$ cat src/rtl/vnom_pkg.sv
// ----------------------------------------------------------------------------
// vnom_pkg
// Shared constants, codes and controller/datapath command types for the
// voxel neighbour opacity mask block.
// ----------------------------------------------------------------------------
package vnom_pkg;

   localparam int BLOCK_EDGE_DEF = 16;

   localparam int OP_W    = 2;
   localparam int COORD_W = 4;
   localparam int FACE_W  = 3;
   localparam int INDEX_W = 12;
   localparam int MASK_W  = 6;

   localparam logic [OP_W-1:0] OP_LOAD_OWN   = 2'd0;
   localparam logic [OP_W-1:0] OP_LOAD_NEIGH = 2'd1;
   localparam logic [OP_W-1:0] OP_QUERY      = 2'd2;

   localparam logic [FACE_W-1:0] FACE_X_NEG = 3'd0;
   localparam logic [FACE_W-1:0] FACE_X_POS = 3'd1;
   localparam logic [FACE_W-1:0] FACE_Y_NEG = 3'd2;
   localparam logic [FACE_W-1:0] FACE_Y_POS = 3'd3;
   localparam logic [FACE_W-1:0] FACE_Z_NEG = 3'd4;
   localparam logic [FACE_W-1:0] FACE_Z_POS = 3'd5;

   localparam int NUM_FACES = 6;

   typedef struct packed {
      logic accept;
      logic load_q;
      logic rd_a;
      logic rd_b;
      logic push;
   } cmd_type;

   typedef struct packed {
      logic query_ok;
   } status_type;

endpackage

$ cat src/rtl/vnom_ctrl.sv
// ----------------------------------------------------------------------------
// vnom_ctrl
// Sequencer: accepts words, steps a query through two read rounds and hands
// the result to the response register.
// ----------------------------------------------------------------------------
module vnom_ctrl (
   input  logic                 clock,
   input  logic                 reset,
   input  logic                 req_valid,
   output logic                 req_ready,
   output logic                 rsp_valid,
   input  logic                 rsp_ready,
   input  vnom_pkg::status_type status,
   output vnom_pkg::cmd_type    cmd
);

   typedef enum logic [1:0] {
      ST_IDLE,
      ST_RD_A,
      ST_RD_B,
      ST_DONE
   } state_type;

   state_type state_ff, state_in;
   logic      rsp_valid_ff, rsp_valid_in;

   always_comb begin
      state_in   = state_ff;
      cmd        = '0;
      req_ready  = (state_ff == ST_IDLE);
      cmd.accept = req_valid && req_ready;
      unique case (state_ff)
         ST_IDLE: begin
            if (cmd.accept && status.query_ok) begin
               cmd.load_q = 1'b1;
               state_in   = ST_RD_A;
            end
         end
         ST_RD_A: begin
            cmd.rd_a = 1'b1;
            state_in = ST_RD_B;
         end
         ST_RD_B: begin
            cmd.rd_b = 1'b1;
            state_in = ST_DONE;
         end
         ST_DONE: begin
            if (!rsp_valid_ff || rsp_ready) begin
               cmd.push = 1'b1;
               state_in = ST_IDLE;
            end
         end
      endcase
      if (cmd.push) begin
         rsp_valid_in = 1'b1;
      end else if (rsp_ready) begin
         rsp_valid_in = 1'b0;
      end else begin
         rsp_valid_in = rsp_valid_ff;
      end
   end

   always_ff @(posedge clock) begin
      if (reset) begin
         state_ff     <= ST_IDLE;
         rsp_valid_ff <= 1'b0;
      end else begin
         state_ff     <= state_in;
         rsp_valid_ff <= rsp_valid_in;
      end
   end

   assign rsp_valid = rsp_valid_ff;

   a_push_slot_free: assert property (@(posedge clock) disable iff (reset)
      cmd.push |-> (!rsp_valid_ff || rsp_ready))
      else $error("result pushed over an untaken word");

   a_query_starts_reads: assert property (@(posedge clock) disable iff (reset)
      (cmd.accept && status.query_ok) |=> (state_ff == ST_RD_A))
      else $error("accepted query did not start read round");

   a_push_sets_valid: assert property (@(posedge clock) disable iff (reset)
      cmd.push |=> rsp_valid_ff)
      else $error("pushed result not presented");

   a_no_accept_busy: assert property (@(posedge clock) disable iff (reset)
      (state_ff != ST_IDLE) |-> !cmd.accept)
      else $error("word accepted during query reads");

endmodule

$ cat config.mk
export PLATFORM = sky130hd
export DESIGN_NAME = vnom_ctrl
export DESIGN_NICKNAME = d
export VERILOG_FILES = /design/src/rtl/vnom_pkg.sv /design/src/rtl/vnom_ctrl.sv
export SDC_FILE = /design/constraint.sdc
export NUM_CORES = 1
export LEC_CHECK = 0
export ABC_AREA = 1
export BUFFER_PORTS_ARGS = -buffer_cell sky130_fd_sc_hd__buf_2
export CORE_AREA = 3 3 40 42
export DETAILED_ROUTE_END_ITERATION = 8
export DIE_AREA = 0 0 43 45
export PLACE_DENSITY = 0.42
export RECOVER_POWER = 50
export SYNTH_ARGS = -nofsm -noshare
export SYNTH_HDL_FRONTEND = slang
export SYNTH_SLANG_ARGS = --single-unit
$ cat constraint.sdc
create_clock -name clock -period 1.3 [get_ports clock]
set_clock_uncertainty 0.05 [all_clocks]
set_input_delay 0.13 -clock clock [delete_from_list [all_inputs] [get_ports clock]]
set_output_delay 0.13 -clock clock [all_outputs]
set_load 0.005 [all_outputs]
==> impl_metrics.yaml, run 1 <==
status:
  status: "finished, final reports clean"
timing:
  setup_viol: 0
  grt_setup_unrepaired: "no"
  finalHoldViolCount: 0
  worstMarginPinSlew_ns: 0.138
  drv_slew: 0
  fmax_ghz: 0.811
  layout_min_cycle_time_ns: 1.23
  period_share_pct: 94.9
  setup_tns_ns: 0
  relSlewSlack_pct: 90.8
place:
  numPortBuffers: 11
  dp_hpwl_um: 365
  numPlacedInstances: 57
  gp_congestion: 0.618
critical_path:
  cp.required_ns: 1.12
  r2r_cells: 7
  cp_top_family: "flip-flops"
  crit_path_end: "cmd[0]"
  reg2reg_to: "state_ff[1]"
  startpoint: "state_ff[0]"
  slowest_stage: "dfxtp_2"
  max_stage_delay_ns: 0.35
  crit_path_max_fanout: 4
  cp-end-kind: "primary output"
  crit_chain: "ha_1 -> inv_1 -> a21oi_1 -> buf_2"
  cp-start-kind: "flip-flop"
  r2r_slack_ns: 0.21
  r2r_start: "state_ff[1]"
  worst-path-buf-inv: 2
  worstPathArrival_ns: 1.05
  crit_type: "reg -> out"
  cp.depth: 4
route:
  wl_met3_um: 44
  wire_per_inst_um: 6.93
  vias_per_cell: 3.54
  drc_errors: 0
  drtAntennaViolNets: 0
  first_pass_iters: 3
  topRoutingLayerUsed: "met3"
  wl_met1_um: 178
  drt_iter0_drc: 1
  drt_wl_total_um: 423
  wl_met2_um: 199
  route.vias.total: 216
floorplan:
  fp.dieW_um: 43
  io_pins: 12
  dieHeight_um: 45
  dieArea_um2: 1940
  core_area_um2: 1280
  start_util_pct: 17.9
  rows: 13
logic_synthesis:
  syn_nets: 41
  synth_cell_types: 10
  synth-seq-cells: 3
  syn_avg_cell_area_um2: 7.19
  seq_area_frac_synth_pct: 26.1
  synth_cells: 32
  yosysWarnings: 0
  synthesis.area_um2: 230
power_and_ir_drop:
  p_total_uw: 673
  p_leak_uw: 0.000191
  p_per_area_nw_per_um2: 1990
  ir_drop_v: 0.000483
min_path:
  min_from: "reset"
  hold_path.class: "in -> reg"
clock_tree:
  ctsRootBufferMaster: "clkbuf_4"
  cts_buffers: 3
  worstSkewPairLatency_ns: 0.23
  clock_sinks: 3
  clock_path_buffers: 2
  tritoncts: "yes"
  h-tree-depth: 1
  path_clk_slew_ns: 0.04
  hold_buffers: 0
cells_and_area:
  fillers: 161
  fin_nets: 56
  layout-drive-gt1-share_pct: 43.5
  area_growth_syn_to_layout_pct: 46.7
  stdcell_count: 61
  antenna_cells: 0
global_routing:
  antenna_found_initial: 0
  grt_usage_pct: 5.16
  grt_max_degree: 6
  grt_pass1_wl_um: 717
  overflow: 0
  grt_pass1_vias: 204
flow_run:
  cap_violations: 0
[final cells by class]
class	instances	area [um2]	share of cell area [%]
inverters	9	33.8	10.0
flip-flops and latches	3	62.6	18.5
clock buffers	4	26.3	7.78
multi-input cells	19	141	41.9
repair buffers	11	55.1	16.3
well taps	15	18.8	5.56
[power breakdown]
part	internal [uW]	total [uW]	switching, uW	leakage (uW)
Clock	115	158	43.2	0.0000150
Combinational	175	353	178	0.000151
Sequential	129	162	32.6	0.0000253
Total	419	673	254	0.000191
[flip-flops by register name (all words and copies together), names as in the netlist]
name	flops
state_ff	2
rsp_valid	1
[worst min-delay path by stage]
stage | slack (ns) | depth (start not counted) | endpoint
after global routing | 0.04 | 2 | rsp_valid
after detailed placement | 0.26 | 2 | rsp_valid
after floorplan | 0.15 | 1 | rsp_valid
after CTS | 0.02 | 2 | rsp_valid
final | 0.02 | 2 | rsp_valid
after global placement | 0.26 | 2 | rsp_valid
[layer usage]
layer / global-route usage (%) / up-vias
li1: - / 123
met1: 5.05 / 86
met2: 8.38 / 7
met3: 1.59 / 0
met4: 5.42 / 0
met5: 0 / -
[per-stage QoR]
step | setup slack, ns | hold WS [ns] | cell area, um2 | utilization [%]
3_3_place_gp | 0.0687 | 0.257 | 297 | 23.1
3_5_place_dp | 0.0840 | 0.259 | 297 | 23.1
2_1_floorplan | 0.160 | 0.149 | 230 | -
6_report | 0.0663 | 0.0209 | 338 | 26.3
5_1_grt | 0.00394 | 0.0405 | 338 | 26.3
4_1_cts | 0.00483 | 0.0155 | 327 | 25.4
[cells in the final DEF, fill, tap and decap left out]
cell | Yosys | routed
nor2_1 | 2 | 2
inv_1 | 9 | 8
buf_2 | 0 | 11
inv_2 | 0 | 1
clkbuf_4 | 0 | 3
ha_1 | 4 | 3
nand3_2 | 2 | 2
nand3b_1 | 1 | 1
dfxtp_2 | 0 | 2
ha_4 | 0 | 1
clkbuf_1 | 0 | 1
dfxtp_1 | 3 | 1
nand2_1 | 5 | 5
a21oi_1 | 4 | 4
nand3_1 | 1 | 1
[cells in the mapped netlist, drive strengths merged]
library cell | n | share of area [%]
inv | 9 | 15
nand2 | 5 | 8.2
a21oi | 4 | 8.7
ha | 4 | 22
dfxtp | 3 | 26
nand3 | 3 | 11
nor2 | 2 | 3.3
buf | 1 | 3.3
nand3b | 1 | 3.3
[repair_timing]
item / 4_1_cts / 5_1_grt
resized for setup: 2 / 3
setup endpoints to repair: 2 / 4
setup buffers: 0 / 0
[cell families after synthesis]
kind of cell | count (synthesis) | synth area share (%)
buffers and inverters | 10 | 17.9
AOI/OAI and AO/OA | 4 | 8.70
and+or+nand+nor | 11 | 25.5
adders and majority gates | 4 | 21.7
DFF | 3 | 26.1
Note: power is estimated with default switching activity, not from simulation.
==> inputs of run 2 (changes only) <==
- GPL_TIMING_DRIVEN: default -> 0
==> run 2 against run 1 <==
Net effect:
- setup slack improved by 0.021 ns
- flip-flop and latch count unchanged
- final cell count is the same
- critical path depth up 1
- total power increased by 5.0%
- global-route usage is 0.17 points higher
- combinational power up 1%
- sequential share of layout area rose by 0.50 points
- sequential power up 17%
- highest routed layer unchanged
==> impl_metrics.yaml, run 2 (synthesized netlist as in run 1, its figures left out) <==
cells_and_area:
  antenna_cells: 0
  fillers: 159
  layout-drive-gt1-share_pct: 47.8
  final_cell_mix: "buf_2, inv_1, nand2_1"
  fin_nets: 56
  largest_reg_flops: 2
  area_growth_syn_to_layout_pct: 54.3
  stdcell_count: 61
  multi_input_area_um2: 154
  largest_register: "state_ff"
  final_common_cell: "buf_2"
  regArea_um2: 67.6
timing:
  setup_viol: 0
  layout_min_cycle_time_ns: 1.21
  drv_slew: 0
  fmax_ghz: 0.825
  period_share_pct: 93.3
  whs_ns: 0.0203
  fin_ws_ns: 0.0877
  setup_tns_ns: 0
  grt_setup_unrepaired: "no"
  finalHoldViolCount: 0
  relSlewSlack_pct: 90.9
  worstMarginPinSlew_ns: 0.137
clock_tree:
  clock_sinks: 3
  tritoncts: "yes"
  ctsRootBufferMaster: "clkbuf_4"
  clock_path_buffers: 2
  path_clk_slew_ns: 0.04
  worstSkewPairLatency_ns: 0.23
  cts_setup_buffers: 0
  cts_buffers: 3
  h-tree-depth: 1
critical_path:
  r2r_start: "state_ff[0]"
  crit_type: "reg -> out"
  max_stage_delay_ns: 0.37
  r2r_slack_ns: 0.21
  cp-start-kind: "flip-flop"
  crit_path_max_fanout: 5
  cp.required_ns: 1.12
  slowest_stage: "dfxtp_4"
  worst-path-buf-inv: 3
  cp_top_family: "flip-flops"
  crit_chain: "inv_2 -> ha_4 -> nand3_2 -> inv_1 -> buf_2"
  cp-end-kind: "primary output"
  startpoint: "state_ff[0]"
  worstPathArrival_ns: 1.03
global_routing:
  antenna_found_initial: 0
  met3_usage_pct: 1.99
  overflow: 0
  grt_busiest_layer: "met2"
  grt_pass1_wl_um: 759
  use_met2_pct: 8.38
  grt_pass1_vias: 222
  use_met1_pct: 5.30
  grt_max_degree: 6
  grt_usage_pct: 5.33
route:
  drt_iter0_drc: 0
  route.vias.total: 230
  vias_per_cell: 3.77
  drt_wl_total_um: 475
  drtAntennaViolNets: 0
  wire_per_inst_um: 7.79
  drc_errors: 0
  first_pass_iters: 1
floorplan:
  rows: 13
  core_area_um2: 1280
  dieHeight_um: 45
  start_util_pct: 17.9
  fp.dieW_um: 43
  dieArea_um2: 1940
  io_pins: 12
min_path:
  min_from: "reset"
  hold_path.class: "in -> reg"
power_and_ir_drop:
  p_per_area_nw_per_um2: 1990
  p_leak_uw: 0.000190
  ir_drop_v: 0.000492
  p_total_uw: 707
place:
  post-place-ws_ns: 0.0560
  dp_hpwl_um: 370
  numPlacedInstances: 58
  gp_congestion: 0.655
  numPortBuffers: 11
flow_run:
  cap_violations: 0
status:
  status: "finished, final reports clean"
run 2: changes by cell type in the layout (fill, tap and decap cells not counted):
cell | before | now
inv_1 | 8 | 7
dfxtp_2 | 2 | 0
ha_1 | 3 | 2
dfxtp_4 | 0 | 2
ha_4 | 1 | 2
inv_2 | 1 | 2
run 2: layer usage:
layer / share of wire, % / routed length, um
met1: 40 / 191
met5: 0 / 0
met2: 49 / 232
met3: 11 / 50
met4: 0 / 0
run 2: final cells by class:
cell class,instances,share of cell area (%)
multi-input combinational,19,43.3
sequential,3,19.0
timing repair buffer,11,15.5
inverter,9,9.51
clock buffer,4,7.39
tap,15,5.28
run 2: final timing paths:
path	depth (start not counted)	endpoint
min	2	rsp_valid
min reg2reg	2	rsp_valid
max	5	cmd[3]
max reg2reg	7	state_ff[1]
run 2: per-stage QoR:
| step | utilization [%] | instance area [um2] |
|---|---|---|
| 6_report | 27.7 | 355 |
| 5_1_grt | 27.7 | 355 |
| 4_1_cts | 27.1 | 348 |
| 3_5_place_dp | 23.7 | 304 |
| 3_3_place_gp | 23.7 | 304 |
| 2_1_floorplan | - | 230 |
run 2: repair_timing:
| item | in CTS | in global routing |
|---|---|---|
| gates resized for setup | 5 | 5 |
| setup endpoints to repair | 4 | 4 |
| hold buffers | 0 | 0 |
| pin swaps | 0 | 1 |
run 2: power breakdown:
part | internal, uW | switching [uW] | leakage, uW
Clock | 115 | 44.5 | 0.0000150
Combinational | 178 | 180 | 0.000149
Sequential | 139 | 50.3 | 0.0000259
